--- config.mk ---
export PLATFORM = sky130hd
export DESIGN_NAME = two_wire_frame_slave
export DESIGN_NICKNAME = d
export VERILOG_FILES = /design/src/hdl/twfs_pkg.sv /design/src/hdl/twfs_ram.sv /design/src/hdl/two_wire_frame_slave.sv
export VERILOG_INCLUDE_DIRS = /design/src /design/src/hdl
export SDC_FILE = /design/constraint.sdc
export NUM_CORES = 1
export LEC_CHECK = 0
export BUFFER_PORTS_ARGS = -buffer_cell sky130_fd_sc_hd__buf_2
export CORE_ASPECT_RATIO = 1.25
export CORE_MARGIN = 10
export CORE_UTILIZATION = 50
export CTS_CLUSTER_DIAMETER = 30
export DETAILED_ROUTE_END_ITERATION = 10
export PLACE_DENSITY = 0.7
export SETUP_SLACK_MARGIN = 0.15
export SYNTH_ARGS = -nofsm -noshare
export SYNTH_HDL_FRONTEND = slang
export SYNTH_SLANG_ARGS = --single-unit
--- constraint.sdc ---
create_clock -name i_clk -period 3.1 [get_ports i_clk]
set_input_delay 0.62 -clock i_clk [delete_from_list [all_inputs] [get_ports i_clk]]
set_output_delay 0.62 -clock i_clk [all_outputs]
set_load 0.02 [all_outputs]
--- src/hdl/two_wire_frame_slave_macros.svh ---
// Assertion macros, clocked on i_clk, disabled while i_rst_n is low
`ifndef TWO_WIRE_FRAME_SLAVE_MACROS_SVH
`define TWO_WIRE_FRAME_SLAVE_MACROS_SVH

`ifndef SYNTH
`define TWFS_ASSERT(lbl, cond) \
    lbl: assert property (@(posedge i_clk) disable iff (!i_rst_n) (cond)) \
        else $error("twfs assertion failed");
`define TWFS_ASSERT_IMP(lbl, ante, cons) \
    lbl: assert property (@(posedge i_clk) disable iff (!i_rst_n) (ante) |-> (cons)) \
        else $error("twfs implication failed");
`else
`define TWFS_ASSERT(lbl, cond)
`define TWFS_ASSERT_IMP(lbl, ante, cons)
`endif

`endif

--- src/hdl/twfs_pkg.sv ---
`timescale 1ns / 1ps
package twfs_pkg;

    localparam int RX_BYTES = 16;
    localparam int TX_BYTES = 6;
    localparam int RX_BITS  = RX_BYTES * 8;
    localparam int TX_BITS  = TX_BYTES * 8;
    localparam int MAX_BITS = (RX_BITS > TX_BITS) ? RX_BITS : TX_BITS;
    localparam int CNT_W    = $clog2(MAX_BITS + 1);
    localparam int BIDX_W   = CNT_W - 3;
    localparam int TX_AW    = (TX_BYTES > 1) ? $clog2(TX_BYTES) : 1;
    localparam int LEN_W    = 5;
    localparam int IN_W     = 16;
    localparam int OUT_W    = 16;

    localparam logic [LEN_W-1:0] RX_LENGTH_RST = 5'd16;
    localparam logic [LEN_W-1:0] TX_LENGTH_RST = 5'd6;

    localparam logic CFG_RX_LENGTH = 1'b0;
    localparam logic CFG_TX_LENGTH = 1'b1;

    localparam logic CMD_SAMPLE = 1'b0;
    localparam logic CMD_LOAD   = 1'b1;

    typedef enum logic [1:0] {
        PH_WAIT_HIGH,
        PH_WAIT_LOW,
        PH_RECV,
        PH_SEND
    } t_phase;

    typedef struct packed {
        logic       dat_drive_low;
        logic       rx_valid;
        logic [3:0] rx_index;
        logic [7:0] rx_byte;
        logic       frame_done;
    } t_result;

endpackage

--- src/hdl/twfs_ram.sv ---
`timescale 1ns / 1ps
module twfs_ram #(
    parameter int WIDTH = 8,
    parameter int DEPTH = 6
) (
    input  logic                                     i_clk,
    input  logic                                     i_we,
    input  logic [((DEPTH > 1) ? $clog2(DEPTH) : 1)-1:0] i_waddr,
    input  logic [WIDTH-1:0]                         i_wdata,
    input  logic [((DEPTH > 1) ? $clog2(DEPTH) : 1)-1:0] i_raddr,
    output logic [WIDTH-1:0]                         o_rdata
);

    logic [WIDTH-1:0] r_mem [DEPTH];
    logic [WIDTH-1:0] r_rdata;

    always_ff @(posedge i_clk) begin
        if (i_we) begin
            r_mem[i_waddr] <= i_wdata;
        end
        r_rdata <= r_mem[i_raddr];
    end

    assign o_rdata = r_rdata;

endmodule

--- src/hdl/two_wire_frame_slave.sv ---
// Slave side of a master-clocked two-wire frame.
// Input stream: one transaction per pin sample (tuser = 0) or transmit store
// load (tuser = 1, honored only while waiting for a frame start). A frame
// starts when the clock is seen high, then low; 16 bytes are shifted in MSB
// first, then 6 bytes are sent MSB first on the open-drain data line.
// Output stream: exactly one transaction per input transaction, in order.
// tdata carries the line drive and any received byte, tuser flags a
// received byte, tlast flags the end of a frame.
// Results are registered in the output stage. Throughput: one transaction
// per cycle while s_tready is high. Pin state sits in registers; the
// transmit store is a one-port-read RAM whose read address runs ahead from
// the bit counter, so the byte for the next send bit is ready by the edge.
// Stall: a two-entry output stage (register plus skid) absorbs one beat;
// s_tready drops only once the skid entry holds a result.
// Reset (synchronous, active low): waits for clock high, line released,
// lengths 16 and 6, transmit store reads as zero until written.
// Configuration: i_cfg_we writes register i_cfg_addr (0 rx_length,
// 1 tx_length) at the clock edge; write only while no transaction is open.
`timescale 1ns / 1ps
`include "two_wire_frame_slave_macros.svh"
module two_wire_frame_slave (
    input  logic                             i_clk,
    input  logic                             i_rst_n,
    input  logic                             i_s_tvalid,
    output logic                             o_s_tready,
    // [0] clk_level, [1] dat_level, [4:2] tx_index, [12:5] tx_byte
    input  logic [twfs_pkg::IN_W-1:0]        i_s_tdata,
    // [0] cmd
    input  logic                             i_s_tuser,
    output logic                             o_m_tvalid,
    input  logic                             i_m_tready,
    // [0] dat_drive_low, [4:1] rx_index, [12:5] rx_byte
    output logic [twfs_pkg::OUT_W-1:0]       o_m_tdata,
    // [0] rx_valid
    output logic                             o_m_tuser,
    // frame_done
    output logic                             o_m_tlast,
    input  logic                             i_cfg_we,
    input  logic                             i_cfg_addr,
    input  logic [twfs_pkg::LEN_W-1:0]       i_cfg_wdata
);

    import twfs_pkg::*;

    t_phase              r_phase, n_phase;
    logic                r_seen_high, n_seen_high;
    logic [CNT_W-1:0]    r_bit_count, n_bit_count;
    logic [7:0]          r_shift, n_shift;
    logic                r_drive, n_drive;
    logic [LEN_W-1:0]    r_rx_length;
    logic [LEN_W-1:0]    r_tx_length;
    logic [TX_BYTES-1:0] r_tx_vld;
    logic                r_rd_ok;

    t_result             r_out, r_skid, w_res;
    logic                r_out_valid, r_skid_valid;

    logic                w_accept, w_sample, w_load, w_idle;
    logic                w_clk, w_dat;
    logic [2:0]          w_slot;
    logic [7:0]          w_byte;
    logic [CNT_W-1:0]    w_nb;
    logic [BIDX_W-1:0]   w_nb_idx, w_rx_idx, w_bidx;
    logic [2:0]          w_bpos;
    logic                w_bidx_ok;
    logic [TX_AW-1:0]    w_raddr;
    logic [7:0]          w_rdata, w_tx_b;
    logic                w_bit;

    assign o_s_tready = !r_skid_valid;
    assign w_accept   = i_s_tvalid && o_s_tready;
    assign w_clk      = i_s_tdata[0];
    assign w_dat      = i_s_tdata[1];
    assign w_slot     = i_s_tdata[4:2];
    assign w_byte     = i_s_tdata[12:5];
    assign w_idle     = (r_phase == PH_WAIT_HIGH) || (r_phase == PH_WAIT_LOW);
    assign w_sample   = w_accept && (i_s_tuser == CMD_SAMPLE);
    assign w_load     = w_accept && (i_s_tuser == CMD_LOAD) && w_idle
                        && (int'(w_slot) < TX_BYTES);

    assign w_nb      = r_bit_count + 1'b1;
    assign w_nb_idx  = w_nb[CNT_W-1:3];
    assign w_rx_idx  = w_nb_idx - 1'b1;
    assign w_bidx    = (r_phase == PH_SEND) ? w_nb_idx : '0;
    assign w_bpos    = (r_phase == PH_SEND) ? w_nb[2:0] : 3'd0;
    assign w_bidx_ok = int'(w_bidx) < TX_BYTES;
    assign w_raddr   = w_bidx_ok ? TX_AW'(w_bidx) : '0;

    twfs_ram #(
        .WIDTH(8),
        .DEPTH(TX_BYTES)
    ) u_tx_store (
        .i_clk  (i_clk),
        .i_we   (w_load),
        .i_waddr(TX_AW'(w_slot)),
        .i_wdata(w_byte),
        .i_raddr(w_raddr),
        .o_rdata(w_rdata)
    );

    assign w_tx_b = (r_rd_ok && (int'(w_bidx) < int'(r_tx_length))) ? w_rdata : 8'h00;
    assign w_bit  = w_tx_b[3'd7 - w_bpos];

    always_comb begin
        n_phase = r_phase;
        if (w_sample) begin
            case (r_phase)
                PH_WAIT_HIGH: begin
                    if (w_clk) n_phase = PH_WAIT_LOW;
                end
                PH_WAIT_LOW: begin
                    if (!w_clk) n_phase = PH_RECV;
                end
                PH_RECV: begin
                    if (r_seen_high && !w_clk && (w_nb >= CNT_W'(RX_BITS))) n_phase = PH_SEND;
                end
                PH_SEND: begin
                    if (r_seen_high && !w_clk && (w_nb >= CNT_W'(TX_BITS))) begin
                        n_phase = PH_WAIT_HIGH;
                    end
                end
                default: n_phase = PH_WAIT_HIGH;
            endcase
        end
    end

    always_comb begin
        n_seen_high = r_seen_high;
        n_bit_count = r_bit_count;
        n_shift     = r_shift;
        n_drive     = r_drive;
        w_res       = '0;
        if (w_sample) begin
            case (r_phase)
                PH_WAIT_HIGH: begin
                end
                PH_WAIT_LOW: begin
                    if (!w_clk) begin
                        n_seen_high = 1'b0;
                        n_bit_count = '0;
                        n_shift     = 8'h00;
                        n_drive     = 1'b0;
                    end
                end
                PH_RECV: begin
                    if (!r_seen_high) begin
                        if (w_clk) begin
                            n_shift     = {r_shift[6:0], w_dat};
                            n_seen_high = 1'b1;
                        end
                    end else if (!w_clk) begin
                        n_seen_high = 1'b0;
                        n_bit_count = w_nb;
                        if (w_nb[2:0] == 3'd0) begin
                            if (int'(w_rx_idx) < int'(r_rx_length)) begin
                                w_res.rx_valid = 1'b1;
                                w_res.rx_index = 4'(w_rx_idx);
                                w_res.rx_byte  = r_shift;
                            end
                            n_shift = 8'h00;
                        end
                        if (w_nb >= CNT_W'(RX_BITS)) begin
                            n_bit_count = '0;
                            n_drive     = !w_bit;
                        end
                    end
                end
                PH_SEND: begin
                    if (!r_seen_high) begin
                        if (w_clk) n_seen_high = 1'b1;
                    end else if (!w_clk) begin
                        n_seen_high = 1'b0;
                        if (w_nb >= CNT_W'(TX_BITS)) begin
                            n_drive          = 1'b0;
                            n_bit_count      = '0;
                            w_res.frame_done = 1'b1;
                        end else begin
                            n_bit_count = w_nb;
                            n_drive     = !w_bit;
                        end
                    end
                end
                default: begin
                end
            endcase
        end
        w_res.dat_drive_low = n_drive;
    end

    always_ff @(posedge i_clk) begin
        if (!i_rst_n) begin
            r_phase      <= PH_WAIT_HIGH;
            r_seen_high  <= 1'b0;
            r_bit_count  <= '0;
            r_drive      <= 1'b0;
            r_rx_length  <= RX_LENGTH_RST;
            r_tx_length  <= TX_LENGTH_RST;
            r_tx_vld     <= '0;
            r_out_valid  <= 1'b0;
            r_skid_valid <= 1'b0;
        end else begin
            r_phase     <= n_phase;
            r_seen_high <= n_seen_high;
            r_bit_count <= n_bit_count;
            r_drive     <= n_drive;
            if (i_cfg_we) begin
                if (i_cfg_addr == CFG_RX_LENGTH) r_rx_length <= i_cfg_wdata;
                if (i_cfg_addr == CFG_TX_LENGTH) r_tx_length <= i_cfg_wdata;
            end
            if (w_load) r_tx_vld[TX_AW'(w_slot)] <= 1'b1;
            if (r_out_valid && i_m_tready) begin
                if (r_skid_valid) begin
                    r_skid_valid <= 1'b0;
                end else begin
                    r_out_valid <= w_accept;
                end
            end else if (w_accept) begin
                if (r_out_valid) begin
                    r_skid_valid <= 1'b1;
                end else begin
                    r_out_valid <= 1'b1;
                end
            end
        end
    end

    always_ff @(posedge i_clk) begin
        r_shift <= n_shift;
        r_rd_ok <= w_bidx_ok && r_tx_vld[w_raddr];
        if (r_out_valid && i_m_tready) begin
            r_out <= r_skid_valid ? r_skid : w_res;
        end else if (w_accept) begin
            if (r_out_valid) begin
                r_skid <= w_res;
            end else begin
                r_out <= w_res;
            end
        end
    end

    assign o_m_tvalid = r_out_valid;
    assign o_m_tdata  = {3'b000, r_out.rx_byte, r_out.rx_index, r_out.dat_drive_low};
    assign o_m_tuser  = r_out.rx_valid;
    assign o_m_tlast  = r_out.frame_done;

    `TWFS_ASSERT_IMP(a_skid_behind_out, r_skid_valid, r_out_valid)
    `TWFS_ASSERT_IMP(a_no_load_in_frame, !w_idle, !w_load)
    `TWFS_ASSERT_IMP(a_done_releases, o_m_tvalid && o_m_tlast, !o_m_tdata[0] && !o_m_tuser)
    `TWFS_ASSERT_IMP(a_drive_only_send, r_drive, r_phase == PH_SEND)

endmodule
==> metrics.cfg <==
[sta]
grt_setup_unrepaired=no
relSlewSlack_pct=64.2
slew_violations=0
tns_ps=0
fin_crit_ps=2810
finalCritPeriodShare_pct=90.5
fmax_ghz=0.356
worstMarginPinSlew_ps=536
setup_viol=0
fin_skew_ps=7.13
finalHoldViolations=0

[critical_path]
arrival_ps=2970
cp_slowest_cell=dfxtp_4
crit_required_ps=3260
crit_chain=ha_4 -> nand3_2 -> buf_4 -> xnor2_4 -> inv_2 -> ha_1 -> nand3_1 -> xor2_1 -> ha_1 -> buf_4 -> a41oi_4 -> buf_12 -> clkbuf_16 -> a22o_1
crit_fanout=7
crit_start=r_bit_count[0]
path_buf_inv=5
end_kind=flop
cp_num_cells=14
worst-r2r-setup-slack_ps=290
rr_worst_depth=14
r2r_end=o_m_tdata[8]
timing.rr.start=r_bit_count[0]
cp-start-kind=flop
critPathTopFamily=buffers and inverters
crit_path_end=o_m_tdata[8]
critPathMaxStageDelay_ps=390
critPathKind=flop to flop

[floorplanning]
rows=44
die_w_um=117
coreArea_sq_mm=0.0116
io_pins=48
initial_core_util_pct=50.9
die_height_um=141
die_area_sq_mm=0.0165

[synthesis]
ys_seq_elements=125
synthCells=502
synth-compound-area-share_pct=14.0
syn_area_per_cell_sq_um=11.7
yosys_warnings=0
synthXorXnorAreaFrac_pct=2.49
ys.flop_type=edfxtp_1
yosys.area.top_type=edfxtp_1
synth_edf_count=86
synth_top_area_share_pct=43.9
yosysUniqueCellTypes=68
async_reset_ff_share_pct=0
ys_top_cells_by_area=edfxtp_1 (44%), dfxtp_1 (13%), mux2i_1 (3.9%)
synthesis.area_sq_mm=0.00588
seq_area_frac_synth_pct=57.2
synth-simple-area-share_pct=14.1
synth_top_family_by_area=simple AND/OR/NAND/NOR gates
synth_common_cells=edfxtp_1 (86), nor2_1 (42), dfxtp_1 (39)
synth.most_common_cell=edfxtp_1
synth-adder-area-share_pct=3.19
synthMuxAreaShare_pct=4.30

[drt]
totalWireLength_um=12700
vias=4100
ant_nets=0
via_per_inst=5.63
drc=0
drt-initial-drc-count=210
wl_per_cell_um=17.4
dr.pass1.iters=5

[place]
gp_congestion=0.890
placed_cell_area_sq_mm=0.00634
numPortBuffers=41
hpwlAfterDp_um=8720

[layout]
fin_nets=620
syn_to_final_growth_pct=20.8
drive_above_1_share_pct=26.3
diodes=0
stdcell_area_sq_mm=0.00710

[global_route]
use_met3_pct=3.88
first_global_vias=4230
grt_antenna_before_repair=0
grt_use_total_pct=15.6
grt_max_degree=31
top_usage_layer=met2
use_met2_pct=28.5
met1_usage_pct=16.4
grt_first_pass_wirelength_um=20200
overflow=0

[clocking]
cts_buffer_depth=2
insertion_delay_ps=410
htreeDepth=4
tritoncts=done
cts_sinks=125
clock-root-buffer=clkbuf_16
path_clk_slew_ps=60
cts_buffers=17

[run_status]
status=finished, final reports clean

[run]
drv_cap=0

[power_and_ir_drop]
power_density_mw_per_mm2=551
leakage_nw=2.75
total_power_mw=3.91
irDropWorstVdd_uv=532

[hold_path]
min_path_type=primary input to flop

## worst min path at each step
stage | start | to | slack, ps | cells past startpoint
after floorplan | u_tx_store.r_mem[0][0] | u_tx_store.o_rdata[0] | 440 | 1
after CTS | i_s_tdata[8] | u_tx_store.r_mem[0][3] | 430 | 1
final | i_s_tdata[9] | u_tx_store.r_mem[3][4] | 450 | 1
after global placement | r_tx_length[3] | r_tx_length[3] | 450 | 2
after global routing | i_s_tdata[7] | u_tx_store.r_mem[4][2] | 440 | 1
after detailed placement | r_tx_length[3] | r_tx_length[3] | 460 | 2
## area by class of cell
| class | count | area [sq um] |
|---|---|---|
| multi-input cells | 326 | 2310 |
| flip-flops and latches | 125 | 3370 |
| repair buffers | 82 | 577 |
| well taps | 138 | 173 |
| clock buffers | 18 | 429 |
| inverters | 25 | 93.8 |
| fillers | 923 | 4460 |
| clock inverters | 14 | 146 |
## through the flow
step | hold slack, ps | setup slack (ps) | instances | util (%)
2_1_floorplan | 435 | 149 | 504 | -
3_3_place_gp | 450 | 228 | 687 | 54.8
3_5_place_dp | 459 | 133 | 687 | 54.8
4_1_cts | 432 | 129 | 719 | 59.9
5_1_grt | 440 | 131 | 728 | 61.5
6_report | 448 | 294 | 728 | 61.5
## layout by cell type (no fill, tap or decap), types with 4 or more instances in the layout
master	n
ha_1	14
a22o_1	12
nand3_1	22
and3_1	4
dfxtp_1	34
clkbuf_16	19
a21oi_1	29
o211ai_1	11
and2_1	22
inv_1	22
a221oi_2	7
buf_2	41
buf_4	36
o21ai_0	14
nor2_1	41
nand2b_1	6
clkinvlp_4	5
nor3_1	6
a21o_1	6
nand2_1	35
mux2i_1	23
edfxtp_1	86
## what timing repair did
action / 4_1_cts / 5_1_grt
pin swaps: 0 / 3
setup endpoints to repair: 25 / 28
setup buffers: 0 / 6
gates resized for setup: 2 / 16
hold buffers: 0 / 0
gates cloned: 0 / 3
## per-layer routing
metal | wire length, um | vias to the layer above
met2 | 7020 | 97
met1 | 4910 | 1992
met3 | 544 | 18
li1 | - | 1993
met4 | 227 | 0
met5 | 0 | -
## logic make-up after synthesis
group                      Yosys count
and+or+nand+nor                    162
other                                1
adders and majority gates           15
muxes                               25
buffers and inverters               53
DFF                                125
xor gates and xnor gates            12
AOI/OAI and AO/OA                  109
## sequential cells by signal, indices dropped and copies added (netlist names), 2 cells and up
signal / cells
o_m_tdata: 13
r_bit_count: 8
r_phase: 2
r_rx_length: 5
r_shift: 8
r_skid: 15
r_tx_length: 5
r_tx_vld: 6
u_tx_store.o_rdata: 8
u_tx_store.r_mem: 48
## power breakdown
group / internal [mW] / leakage (nW) / switching (mW)
sequential: 1.82 / 1.13 / 0.0149
combinational: 0.0630 / 1.36 / 0.122
clock: 1.18 / 0.266 / 0.717
Power figures use the tool's default switching activity.
